### config.mk
export PLATFORM = sky130hd
export DESIGN_NAME = utf8_accent_folder
export DESIGN_NICKNAME = d
export VERILOG_FILES = /design/src/hw/rtl/uaf_pkg.sv /design/src/hw/rtl/uaf_out_fifo.sv /design/src/hw/rtl/utf8_accent_folder.sv
export SDC_FILE = /design/constraint.sdc
export NUM_CORES = 1
export LEC_CHECK = 0
export ABC_AREA = 1
export CORE_ASPECT_RATIO = 1.1
export CORE_UTILIZATION = 45
export CTS_BUF_LIST = sky130_fd_sc_hd__clkbuf_8
export DETAILED_ROUTE_END_ITERATION = 10
export DONT_BUFFER_PORTS = 1
export MAX_ROUTING_LAYER = met4
export SLEW_MARGIN = 10
export SYNTH_ARGS = -nofsm -noshare
export SYNTH_HDL_FRONTEND = slang
export SYNTH_SLANG_ARGS = --single-unit
### constraint.sdc
create_clock -name clk -period 2.5 [get_ports clk]
set_input_delay 0.125 -clock clk [delete_from_list [all_inputs] [get_ports clk]]
set_output_delay 0.125 -clock clk [all_outputs]
set_load 0.02 [all_outputs]
### src/hw/rtl/uaf_pkg.sv
package uaf_pkg;

	localparam int FIFO_DEPTH = 4;
	localparam int FIFO_AW    = $clog2(FIFO_DEPTH);

	localparam logic [7:0] ASCII_LIMIT = 8'h80;
	localparam logic [7:0] LEAD_C3_BYTE = 8'hC3;
	localparam logic [7:0] LEAD_C5_BYTE = 8'hC5;
	localparam logic [7:0] OE_UPPER = 8'h92;
	localparam logic [7:0] OE_LOWER = 8'h93;
	localparam logic [7:0] Y_DIAERESIS = 8'hBF;
	localparam logic [7:0] CHAR_UPPER_A = 8'h41;
	localparam logic [7:0] CHAR_UPPER_Z = 8'h5A;
	localparam logic [7:0] CASE_OFFSET = 8'h20;
	localparam logic [7:0] CHAR_A = 8'h61;
	localparam logic [7:0] CHAR_C = 8'h63;
	localparam logic [7:0] CHAR_E = 8'h65;
	localparam logic [7:0] CHAR_I = 8'h69;
	localparam logic [7:0] CHAR_O = 8'h6F;
	localparam logic [7:0] CHAR_U = 8'h75;
	localparam logic [7:0] CHAR_Y = 8'h79;
	localparam logic [7:0] NO_FOLD = 8'h00;

	typedef enum logic [2:0] {
		LEAD_NONE = 3'b001,
		LEAD_C3   = 3'b010,
		LEAD_C5   = 3'b100
	} lead_t;

	typedef struct packed {
		logic [7:0] data;
		logic       last;
	} fword_t;

	typedef struct packed {
		logic [1:0] n;
		fword_t     w0;
		fword_t     w1;
	} fpush_t;

	typedef struct packed {
		logic             room;
		logic [FIFO_AW:0] count;
	} fstat_t;

	function automatic logic in_rng(input logic [7:0] v, input logic [7:0] lo,
		input logic [7:0] hi);
		return (v >= lo) && (v <= hi);
	endfunction

	function automatic logic [7:0] fold_c3(input logic [7:0] n);
		logic [7:0] f;
		f = NO_FOLD;
		priority if (in_rng(n, 8'h80, 8'h85) || in_rng(n, 8'hA0, 8'hA5)) begin
			f = CHAR_A;
		end else if (n == 8'h87 || n == 8'hA7) begin
			f = CHAR_C;
		end else if (in_rng(n, 8'h88, 8'h8B) || in_rng(n, 8'hA8, 8'hAB)) begin
			f = CHAR_E;
		end else if (in_rng(n, 8'h8C, 8'h8F) || in_rng(n, 8'hAC, 8'hAF)) begin
			f = CHAR_I;
		end else if (in_rng(n, 8'h92, 8'h96) || in_rng(n, 8'hB2, 8'hB6)) begin
			f = CHAR_O;
		end else if (in_rng(n, 8'h99, 8'h9C) || in_rng(n, 8'hB9, 8'hBC)) begin
			f = CHAR_U;
		end else if (n == 8'h9D || n == 8'hBD || n == Y_DIAERESIS) begin
			f = CHAR_Y;
		end else begin
			f = NO_FOLD;
		end
		return f;
	endfunction

endpackage

### src/hw/rtl/uaf_out_fifo.sv
module uaf_out_fifo (
	input  logic            clk,
	input  logic            arst_n,
	input  uaf_pkg::fpush_t push,
	output uaf_pkg::fword_t head,
	output logic            head_valid,
	input  logic            pop,
	output uaf_pkg::fstat_t stat
);
	import uaf_pkg::*;

	fword_t             mem_q [FIFO_DEPTH];
	logic [FIFO_AW-1:0] wr_ptr_q;
	logic [FIFO_AW-1:0] rd_ptr_q;
	logic [FIFO_AW:0]   cnt_q;
	logic [FIFO_AW-1:0] wr_next;
	logic               do_pop;

	assign wr_next    = wr_ptr_q + FIFO_AW'(1);
	assign head_valid = (cnt_q != '0);
	assign head       = mem_q[rd_ptr_q];
	assign do_pop     = pop && head_valid;
	assign stat       = '{room: (cnt_q <= (FIFO_AW+1)'(FIFO_DEPTH - 2)), count: cnt_q};

	always_ff @(posedge clk) begin
		if (push.n != 2'd0) begin
			mem_q[wr_ptr_q] <= push.w0;
		end
		if (push.n == 2'd2) begin
			mem_q[wr_next] <= push.w1;
		end
	end

	always_ff @(posedge clk or negedge arst_n) begin
		if (!arst_n) begin
			wr_ptr_q <= '0;
			rd_ptr_q <= '0;
			cnt_q    <= '0;
		end else begin
			wr_ptr_q <= wr_ptr_q + FIFO_AW'(push.n);
			if (do_pop) begin
				rd_ptr_q <= rd_ptr_q + FIFO_AW'(1);
			end
			cnt_q <= cnt_q + (FIFO_AW+1)'(push.n) - (FIFO_AW+1)'(do_pop);
		end
	end

endmodule

### src/hw/rtl/utf8_accent_folder.sv
// The folded words of an accepted byte are registered in the output queue before they reach the outputs.
// Throughput: one byte per cycle; pairs that give two words drain at one
// word per cycle while result_ready is high from a four-entry output queue, which may stall the input.
// Reset (arst_n low, asynchronous): no lead byte held, output queue empty.
module utf8_accent_folder (
	input  logic       clk,
	input  logic       arst_n,
	input  logic       item_valid,
	output logic       item_ready,
	input  logic [7:0] byte_in,
	input  logic       word_end,
	output logic       result_valid,
	input  logic       result_ready,
	output logic [7:0] byte_out,
	output logic       folded_end
);
	import uaf_pkg::*;

	lead_t      lead_q;
	lead_t      lead_next;
	fpush_t     push;
	fpush_t     decode;
	fword_t     head;
	fstat_t     stat;
	logic       accept;
	logic [7:0] fold;
	logic       is_oe;

	assign item_ready = stat.room;
	assign accept     = item_valid && item_ready;
	assign fold       = fold_c3(byte_in);
	assign is_oe      = (byte_in == OE_UPPER) || (byte_in == OE_LOWER);

	always_comb begin
		decode    = '0;
		lead_next = LEAD_NONE;
		unique case (lead_q)
			LEAD_C3: begin
				if (fold != NO_FOLD) begin
					decode.n  = 2'd1;
					decode.w0 = '{data: fold, last: word_end};
				end else begin
					decode.n  = 2'd2;
					decode.w0 = '{data: LEAD_C3_BYTE, last: 1'b0};
					decode.w1 = '{data: byte_in, last: word_end};
				end
			end
			LEAD_C5: begin
				decode.n  = 2'd2;
				decode.w0 = '{data: (is_oe ? CHAR_O : LEAD_C5_BYTE), last: 1'b0};
				decode.w1 = '{data: (is_oe ? CHAR_E : byte_in), last: word_end};
			end
			default: begin
				decode.n  = 2'd1;
				decode.w0 = '{data: byte_in, last: word_end};
				priority if (byte_in < ASCII_LIMIT) begin
					if (byte_in >= CHAR_UPPER_A && byte_in <= CHAR_UPPER_Z) begin
						decode.w0.data = byte_in + CASE_OFFSET;
					end
				end else if (!word_end && byte_in == LEAD_C3_BYTE) begin
					decode.n  = 2'd0;
					lead_next = LEAD_C3;
				end else if (!word_end && byte_in == LEAD_C5_BYTE) begin
					decode.n  = 2'd0;
					lead_next = LEAD_C5;
				end else begin
					decode.n = 2'd1;
				end
			end
		endcase
	end

	always_comb begin
		push = decode;
		if (!accept) begin
			push.n = 2'd0;
		end
	end

	always_ff @(posedge clk or negedge arst_n) begin
		if (!arst_n) begin
			lead_q <= LEAD_NONE;
		end else if (accept) begin
			lead_q <= lead_next;
		end
	end

	uaf_out_fifo u_fifo (
		.clk       (clk),
		.arst_n    (arst_n),
		.push      (push),
		.head      (head),
		.head_valid(result_valid),
		.pop       (result_ready),
		.stat      (stat)
	);

	assign byte_out   = head.data;
	assign folded_end = head.last;

	a_count_bound: assert property (@(posedge clk) disable iff (!arst_n)
		stat.count <= (FIFO_AW+1)'(FIFO_DEPTH))
		else $error("output queue overfilled");

	a_lead_held: assert property (@(posedge clk) disable iff (!arst_n)
		accept && lead_q == LEAD_NONE && !word_end && byte_in == LEAD_C3_BYTE
		|=> lead_q == LEAD_C3)
		else $error("lead byte not held");

	a_ascii_out: assert property (@(posedge clk) disable iff (!arst_n)
		accept && lead_q == LEAD_NONE && byte_in < ASCII_LIMIT
		|=> result_valid)
		else $error("ascii byte gave no word");

	a_pair_clears: assert property (@(posedge clk) disable iff (!arst_n)
		accept && lead_q != LEAD_NONE |=> lead_q == LEAD_NONE)
		else $error("lead byte not released by pair");

endmodule
==> flow_summary.toml, run 1 <==
[status]
status = "complete, no violations"

[power]
vdd_ir_drop_max_uv = 452
design_power_total_mw = 2.80
internal-power_mw = 1.62
netSwitchingFraction_pct = 42.1
static_leakage_nw = 1.51
sequential_power_share_pct = 39.1
cellPowerDensity_nw_per_um2 = 789
share_clk_of_total_power_pct = 20.0
net-switching-power_mw = 1.18
combPwrFrac_pct = 40.9

[drt]
drt-wirelength-per-cell_um = 15.6
route.detailed.vias_per_inst = 5.57
drtAntennaViolNets = 0
drtPass1Iterations = 5
via_count = 2851
drt_wl_total_um = 7990
drt_drc_violations_left = 0
detailedRoute.firstIterationViolations = 196

[final_layout]
layout_commonest_cell = "nand2_1"
mostFrequentLayoutCells = "nand2_1 (125), nand3_1 (41), edfxtp_1 (36)"
final_cells = 512
post_route_cells_drive_above_1_share_pct = 15.2
antenna-diode-count = 0
design_area_sq_um = 3550
final_net_count = 448
layout_overhead_on_the_synthesized_area_pct = 8.40

[floorplan]
fp-row-count = 32
floorplan.initialDensity_pct = 46.5
die_area_sq_um = 7620
design.core.area_sq_um = 7050
ioPinCount = 24
die-height_um = 91.5
die_width_um = 83.3

[global_routing]
grt.overflow.total = 0
antenna_violations_before_repair = 0
track_usage_pct = 23.3
first_global_vias = 2805
largest_net_degree_at_the_start_of_global_routing = 25
wire_length_of_the_first_global_routing_pass_um = 13700

[timing]
finalHoldViolations = 0
max_slew.worst_pin.slew_ns = 0.614
slew_headroom_pct = 58.6
finalClockSkew_ns = 0.0156
timing.final.crit_share_pct = 89.7
final.setup.tns_ns = 0
period_minus_slack_ns = 2.24
clock.fmax_mhz = 446
report.final.setup_viol = 0
rsz0062_at_grt = "false"
report.final.slew_viol_count = 0

[setup_path]
critical_path.reg2reg.endpoint = "u_fifo.cnt_q[1]"
worst_r2r_path_cells = 8
worst_ep_required_time_ns = 2.69
worst-r2r-setup-slack_ns = 0.26
end_kind = "register"
criticalPathCategory = "register to register"
cp_max_fo = 5
arrival_ns = 2.43
cp-start-kind = "register"
worstReg2RegStart = "lead_q[0]"

[synth]
syn-cell-area_sq_um = 3280
synthesis.instances = 417
synthArstFlopShare_pct = 21.7
avgSynthCellArea_sq_um = 7.86
synthDistinctLibCells = 41
synth_flop_cell = "edfxtp_1"
synth_top_area_share_pct = 33.0
ys_top_cells_by_area = "edfxtp_1 (33%), nand2_1 (14%), dfrtp_1 (6.9%)"
largest_area_contributor_in_the_synthesized_netlist = "edfxtp_1"
synth_enable_flop_cells = 36
ys_ff_latch = 46
ys_seq_area_share_pct = 40.7
yosys_warning_count = 0
synth_net_count = 439

[job]
drv.max_cap_violation_count = 0

[placed_design]
gp_congestion = 0.902
placement.io_buffers = 0
place_inst = 502
dp_hpwl_um = 6090
detailed_place.area_sq_um = 3420

[clock_tree]
clkLatencyLatePin_ns = 0.31
cts_max_level = 2
clock_tree.buffer_depth = 2
clk_root_buffer_cell = "clkbuf_8"
numClockSinks = 46
tritoncts.num_buffers = 5
cts.clk_slew.worst_paths_ns = 0.10
cts_post_setup_buffers_inserted = 0
cts_tree = "done"

[worst_hold_path]
worst_hold_path.num_cells = 3
worstHoldEndpoint = "lead_q[1]"
hp-class = "input pin to register"
min_from = "byte_in[5]"
routing by layer:
| layer | track usage [%] | share of wire [%] |
|---|---|---|
| met5 | - | 0 |
| met4 | 9.63 | 2.6 |
| met3 | 3.45 | 5.0 |
| met2 | 38.4 | 48 |
| met1 | 28.7 | 45 |
critical path, stage by stage, from the launching register on:
cell	delay (ns)
dfstp_2	0.55
inv_1	0.05
nand3_1	0.15
clkinv_1	0.17
nand4_4	0.18
nand2_4	0.07
nor3_1	0.29
ha_1	0.24
fa_1	0.42
Yosys cell counts, types with 4 or more instances:
cell / number
a21oi_1: 7
dfrtp_1: 9
nand4_1: 13
clkbuf_1: 6
o31ai_1: 4
nor2_1: 30
nand2_1: 125
o21ai_0: 32
buf_6: 4
xor2_1: 4
inv_1: 23
nand3_1: 41
clkinv_1: 4
ha_1: 8
o21ai_1: 5
inv_2: 7
edfxtp_1: 36
nor2_2: 6
o22ai_1: 10
buf_2: 4
nand2_2: 7
area by class of cell:
type                    instances  area (sq um)
clock buffers                   5          68.8
repair buffers                 17           145
multi-input cells             320          1700
flip-flops and latches         46          1330
clock inverters                 3          43.8
well taps                      85           106
fillers                       684          3500
inverters                      36           150
metrics by stage:
step,worst slack [ns],hold slack [ns],util [%]
3_3_place_gp,0.245,-0.170,48.5
3_5_place_dp,0.233,-0.170,48.5
2_1_floorplan,-0.0982,-0.171,-
5_1_grt,0.105,0.0548,50.4
4_1_cts,0.228,0.00345,50.2
6_report,0.257,0.0375,50.4
repair_timing:
action / in CTS / in global routing
hold buffers: 1 / 1
endpoints found under the hold margin: 10 / 1
gates resized for setup: 0 / 0
cells by family (layout without fill, tap and decap cells):
family	Yosys count	in the layout	synth area share, %
and+or+nand+nor	238	238	34.5
AOI/OAI and AO/OA	66	66	11.8
buffers and inverters	51	61	7.49
DFF	46	46	40.7
adders and majority gates	9	9	3.67
xor gates and xnor gates	7	7	1.87
worst max path at each step:
stage	slack [ns]	end	from
global placement	0.25	u_fifo.cnt_q[1]	byte_in[3]
global route	0.11	u_fifo.cnt_q[1]	lead_q[0]
floorplan	-0.1	u_fifo.mem_q[0][0]	u_fifo.cnt_q[1]
detailed placement	0.23	u_fifo.cnt_q[2]	byte_in[6]
CTS	0.23	u_fifo.cnt_q[1]	lead_q[0]
finish	0.26	u_fifo.cnt_q[1]	lead_q[0]
power by group through the flow:
stage	sequential [mW]	clock, mW	combinational, mW
after floorplan	1.05	0	0.942
after global routing	1.12	0.592	1.28
after CTS	1.10	0.564	1.16
final	1.09	0.560	1.15
after detailed placement	1.12	0	1.15
after global placement	1.11	0	1.13
flip-flops by register name, indices dropped and copies added, names as in the netlist:
| name | flops |
|---|---|
| u_fifo.cnt_q | 3 |
| lead_q | 3 |
| u_fifo.mem_q | 36 |
| u_fifo.rd_ptr_q | 2 |
| u_fifo.wr_ptr_q | 2 |
(Power assumes the default switching activity.)
==> run 2: changes to the inputs <==
==> constraint.sdc (replaced) <==
create_clock -name clk -period 2.5 [get_ports clk]
set_input_delay 0.25 -clock clk [delete_from_list [all_inputs] [get_ports clk]]
set_output_delay 0.25 -clock clk [all_outputs]
set_load 0.02 [all_outputs]
==> flow_summary.toml, run 2 (same netlist as run 1, synthesis figures left out) <==
[floorplan]
ioPinCount = 24
fp-row-count = 32
design.core.area_sq_um = 7050
die-height_um = 91.5
floorplan.initialDensity_pct = 46.5
die_area_sq_um = 7620
die_width_um = 83.3

[timing]
rsz0062_at_grt = "false"
clock.fmax_mhz = 480
postLayoutSetupSlackWorst_ns = 0.415
finalClockSkew_ns = 0.0124
report.final.setup_viol = 0
slew_headroom_pct = 62.7
finalHoldViolations = 0
tightest_hold_margin_ns = 0.134
period_minus_slack_ns = 2.09
report.final.slew_viol_count = 0
max_slew.worst_pin.slew_ns = 0.559
timing.final.crit_share_pct = 83.4
final.setup.tns_ns = 0

[final_layout]
final_cells = 516
layout_overhead_on_the_synthesized_area_pct = 9.05
final_net_count = 452
layout_commonest_cell = "nand2_1"
largest_register = "u_fifo.mem_q"
flip_flop_count_of_the_largest_register_after_layout = 36
filler_cell_count = 697
mostFrequentLayoutCells = "nand2_1 (124), nand3_1 (41), edfxtp_1 (36)"
finish.utilization_pct = 50.7
biggestRegsByFlops = "u_fifo.mem_q x36, lead_q x3, u_fifo.cnt_q x3"
post_route_cells_drive_above_1_share_pct = 16.5
antenna-diode-count = 0

[power]
cellPowerDensity_nw_per_um2 = 784
netSwitchingFraction_pct = 41.9
sequential_power_share_pct = 39.0
share_clk_of_total_power_pct = 19.9
static_leakage_nw = 1.52
vdd_ir_drop_max_uv = 453
combPwrFrac_pct = 41.1
net-switching-power_mw = 1.17
internal-power_mw = 1.63

[placed_design]
gp_congestion = 0.943
dpl_worst_slack_ns = 0.161
dp_hpwl_um = 6350
placement.io_buffers = 0
place_inst = 507

[clock_tree]
cts_max_level = 2
tritoncts.num_buffers = 5
cts.repair.resized = 0
cts_post_setup_buffers_inserted = 0
cts_tree = "done"
clkLatencyLatePin_ns = 0.30
clk_root_buffer_cell = "clkbuf_8"
clock_tree.buffer_depth = 2
numClockSinks = 46
cts.clk_slew.worst_paths_ns = 0.10

[global_routing]
top_usage_layer = "met2"
antenna_violations_before_repair = 0
met1_grt_util_pct = 27.1
track_usage_pct = 23.4
global_route.usage.met3_pct = 4.64
first_global_vias = 2913
grtUsageMet2_pct = 40.8
largest_net_degree_at_the_start_of_global_routing = 25
grt.overflow.total = 0
wire_length_of_the_first_global_routing_pass_um = 13800

[setup_path]
worst_ep_required_time_ns = 2.69
cp-start-kind = "register"
criticalPathCategory = "register to register"
cp_max_fo = 5
worst-r2r-setup-slack_ns = 0.41
end_kind = "register"
arrival_ns = 2.27

[drt]
drt_drc_violations_left = 0
drt_wl_total_um = 8120
detailedRoute.firstIterationViolations = 202
drtAntennaViolNets = 0
route.detailed.vias_per_inst = 5.63
drt-wirelength-per-cell_um = 15.7
drtPass1Iterations = 5
via_count = 2903

[status]
status = "complete, no violations"

[job]
drv.max_cap_violation_count = 0

[worst_hold_path]
hp-class = "input pin to register"
-- run 2: cell types whose count changed in the layout (fill, tap and decap cells not counted), sizes merged --
cell,previous run,this run
buf,15,20
dlygate4sd3,2,1
-- run 2: power groups by stage --
stage               logic, mW  clock network, mW  registers (mW)
detailed placement       1.16                  0            1.11
floorplan               0.945                  0            1.05
finish                   1.15              0.558            1.09
global route             1.29              0.601            1.11
global placement         1.12                  0            1.11
CTS                      1.17              0.566            1.09
-- run 2: metrics by stage --
step	cell area, sq um	power [mW]
final	3570	2.80
after global routing	3570	3.00
after CTS	3570	2.83
after detailed placement	3450	2.27
after global placement	3450	2.23
after floorplan	3290	1.99
-- run 2: repair_timing --
item | 4_1_cts | 5_1_grt
endpoints found under the setup margin | 0 | 0
endpoints found under the hold margin | 10 | 0
hold buffers | 1 | 0
-- run 2: final cells by class --
class | instances | area, sq um | area share (%)
multi-input combinational | 320 | 1710 | 47.9
clock buffer | 5 | 68.8 | 1.93
timing repair buffer | 21 | 160 | 4.48
inverter | 36 | 150 | 4.20
clock inverter | 3 | 43.8 | 1.23
tap | 85 | 106 | 2.98
sequential | 46 | 1330 | 37.3
-- run 2: critical path, cell delays in order, from the launching register on --
cell	delay, ns
dfstp_2	0.55
inv_1	0.05
nand3_1	0.09
clkinv_1	0.16
nand4_4	0.18
nand2_4	0.07
nor3_1	0.13
buf_4	0.14
ha_1	0.16
fa_2	0.43
-- run 2: path summary, 6_finish.rpt --
check | startpoint | end | cells after the start
setup / recovery | lead_q[0] | u_fifo.cnt_q[1] | 9
hold / removal | byte_in[7] | lead_q[2] | 2
setup reg to reg | lead_q[0] | u_fifo.cnt_q[1] | 9
hold reg to reg | lead_q[0] | lead_q[0] | 2
max in group asynchronous | arst_n | lead_q[0] | 1
min in group asynchronous | arst_n | u_fifo.cnt_q[0] | 1
-- run 2: layer usage --
metal  vias to the layer above  share of wire [%]
met1                      1337                 43
met5                         -                  0
li1                       1448                  -
met4                         0                1.7
met2                       104                 50
met3                        14                5.6
==> run 3: changes to the inputs <==
- ABC_AREA: 1 -> 0
- clock period: 2.5 -> 2 ns (I/O delays scaled with it)
==> flow_summary.toml, run 3 <==
[drt]
drt_wl_total_um = 6910
drt-wirelength-per-cell_um = 17.9
drt_drc_violations_left = 0
via_count = 2235
drtAntennaViolNets = 0
detailedRoute.firstIterationViolations = 169
drtPass1Iterations = 4
route.detailed.vias_per_inst = 5.79

[final_layout]
biggestRegsByFlops = "u_fifo.mem_q x36, lead_q x3, u_fifo.cnt_q x3"
flip_flop_count_of_the_largest_register_after_layout = 36
final_net_count = 327
antenna-diode-count = 0
finish.utilization_pct = 59.1
filler_cell_count = 541
layout_overhead_on_the_synthesized_area_pct = 25.9
post_route_cells_drive_above_1_share_pct = 38.6
regArea_sq_um = 1330
multi_input_gate_area_in_the_final_layout_sq_um = 1640
final_cells = 386
mostFrequentLayoutCells = "buf_4 (45), edfxtp_1 (36), nand2_1 (22)"
largest_register = "u_fifo.mem_q"
layout_commonest_cell = "buf_4"

[setup_path]
crit_path_top_delay_cell = "or3_4"
worst_ep_required_time_ns = 2.19
worstPathCellList = "or3_4, and2_4, ha_4, inv_2, ha_4, fa_2, xnor2_2, xnor2_1"
arrival_ns = 2.29
worstReg2RegStart = "u_fifo.cnt_q[0]"
cp-start-kind = "register"
cp_max_fo = 2
end_kind = "register"
critPathBufInv = 1
critPathMaxStageDelay_ns = 0.40
startpoint = "u_fifo.cnt_q[0]"
criticalPathCategory = "register to register"
cpLargestDelayFamily = "adder cells"
critical-path-top-cell-by-count = "ha_4"

[worst_hold_path]
min_from = "word_end"
hp-class = "input pin to register"

[synth]
largest_area_contributor_in_the_synthesized_netlist = "edfxtp_1"
yosysMostFrequentCell = "edfxtp_1"
syn-cell-area_sq_um = 2910
synthArstFlopShare_pct = 21.7
synth_flop_cell = "edfxtp_1"
ys_ff_latch = 46
avgSynthCellArea_sq_um = 11.1
synthesis.instances = 263
synth_enable_flop_cells = 36
ys_seq_area_share_pct = 45.8
synth_net_count = 285
synth_commonest_cells = "edfxtp_1 (36), nand2_1 (25), nor2_1 (17)"
ys_top_cells_by_area = "edfxtp_1 (37%), dfrtp_1 (7.7%), mux4_2 (7.0%)"
yosys_warning_count = 0
synthDistinctLibCells = 62
synth_top_area_share_pct = 37.2

[timing]
finalClockSkew_ns = 0.00930
timing.final.crit_share_pct = 105
rsz0062_at_grt = "true"
finalHoldViolations = 0
final.setup.tns_ns = -0.104
period_minus_slack_ns = 2.10
tightest_hold_margin_ns = 0.0908
clock.fmax_mhz = 475
report.final.slew_viol_count = 0
report.final.setup_viol = 1
postLayoutSetupSlackWorst_ns = -0.104
max_slew.worst_pin.slew_ns = 0.538
slew_headroom_pct = 64.1

[floorplan]
design.core.area_sq_um = 6190
ioPinCount = 24
die-height_um = 86.3
fp-row-count = 30
die_width_um = 78.6
die_area_sq_um = 6790
floorplan.initialDensity_pct = 46.9

[power]
design_power_total_mw = 3.49
netSwitchingFraction_pct = 36.0
vdd_ir_drop_max_uv = 618
internal-power_mw = 2.24
cellPowerDensity_nw_per_um2 = 954
net-switching-power_mw = 1.26
share_clk_of_total_power_pct = 16.3
sequential_power_share_pct = 39.4
combPwrFrac_pct = 44.2
static_leakage_nw = 1.32

[global_routing]
first_global_vias = 2187
antenna_violations_before_repair = 0
grt.overflow.total = 0
largest_net_degree_at_the_start_of_global_routing = 20
track_usage_pct = 22.2
wire_length_of_the_first_global_routing_pass_um = 11100

[job]
drv.max_cap_violation_count = 0

[clock_tree]
cts.clk_slew.worst_paths_ns = 0.09
clk_root_buffer_cell = "clkbuf_8"
clock_tree.buffer_depth = 2
clkLatencyLatePin_ns = 0.30
numClockSinks = 46
cts_max_level = 2
tritoncts.num_buffers = 5
cts_tree = "done"

[placed_design]
gp_congestion = 0.868
dp_hpwl_um = 5060
place_inst = 371
placement.io_buffers = 0

[status]
violations = "negative setup slack"
status = "finished with violations"
## run 3: layout make-up
type | count | area share, %
Clock inverter | 3 | 0.581
Multi-Input combinational cell | 190 | 44.7
Clock buffer | 5 | 1.88
Timing Repair Buffer | 53 | 12.7
Tap cell | 80 | 2.73
Inverter | 9 | 0.991
Sequential cell | 46 | 36.4
## run 3: cell families after synthesis
| group | after synthesis | synth area share, % |
|---|---|---|
| xor+xnor | 7 | 2.11 |
| buf+inv | 27 | 4.73 |
| simple gates | 86 | 16.5 |
| flops | 46 | 45.8 |
| compound gates | 75 | 18.4 |
| mux | 13 | 8.35 |
| fa+ha+maj | 9 | 4.13 |
## run 3: per-layer routing
metal	GRT usage, %	share of wire [%]	vias to the layer above
li1	-	-	1089
met1	28.5	45	1098
met2	36.4	50	37
met3	3.16	3.0	11
met4	7.07	1.9	0
met5	-	0	-
## run 3: final timing paths
| check | to | slack, ns | cells past startpoint |
|---|---|---|---|
| max | u_fifo.cnt_q[2] | -0.10 | 8 |
| min reg2reg | u_fifo.rd_ptr_q[0] | 0.50 | 1 |
| min in group asynchronous | u_fifo.cnt_q[0] | 0.28 | 1 |
| max in group asynchronous | lead_q[0] | 1.37 | 1 |
| max reg2reg | u_fifo.cnt_q[2] | -0.10 | 8 |
| min | u_fifo.mem_q[1][0] | 0.09 | 1 |
## run 3: through the flow
| step | setup slack (ns) | instance area, sq um |
|---|---|---|
| after floorplan | -0.411 | 3030 |
| after global placement | -0.248 | 3380 |
| after detailed placement | -0.282 | 3380 |
| after CTS | -0.0876 | 3530 |
| after global routing | -0.160 | 3660 |
| final | -0.104 | 3660 |
## run 3: power groups by stage
stage / Sequential [mW] / Clock, mW / Combinational (mW)
after floorplan: 1.31 / 0 / 1.04
after global placement: 1.36 / 0 / 1.38
after detailed placement: 1.38 / 0 / 1.40
after CTS: 1.36 / 0.579 / 1.46
after global routing: 1.40 / 0.613 / 1.68
final: 1.38 / 0.570 / 1.55
## run 3: what timing repair did
item | in CTS | in global routing
setup buffers | 1 | 3
hold buffers | 2 | 0
endpoints found under the setup margin | 7 | 39
resized for setup | 8 | 24
pin swaps | 7 | 7
gates cloned | 0 | 1
hold endpoints to repair | 11 | 0
## run 3: worst reg2reg max path: cells and delay by family, from the launching register on
family	cells	cell delay, ns
xor gates and xnor gates	2	0.26
adders and majority gates	3	0.74
buffers and inverters	1	0.04
DFF	1	0.39
and+or+nand+nor	2	0.56
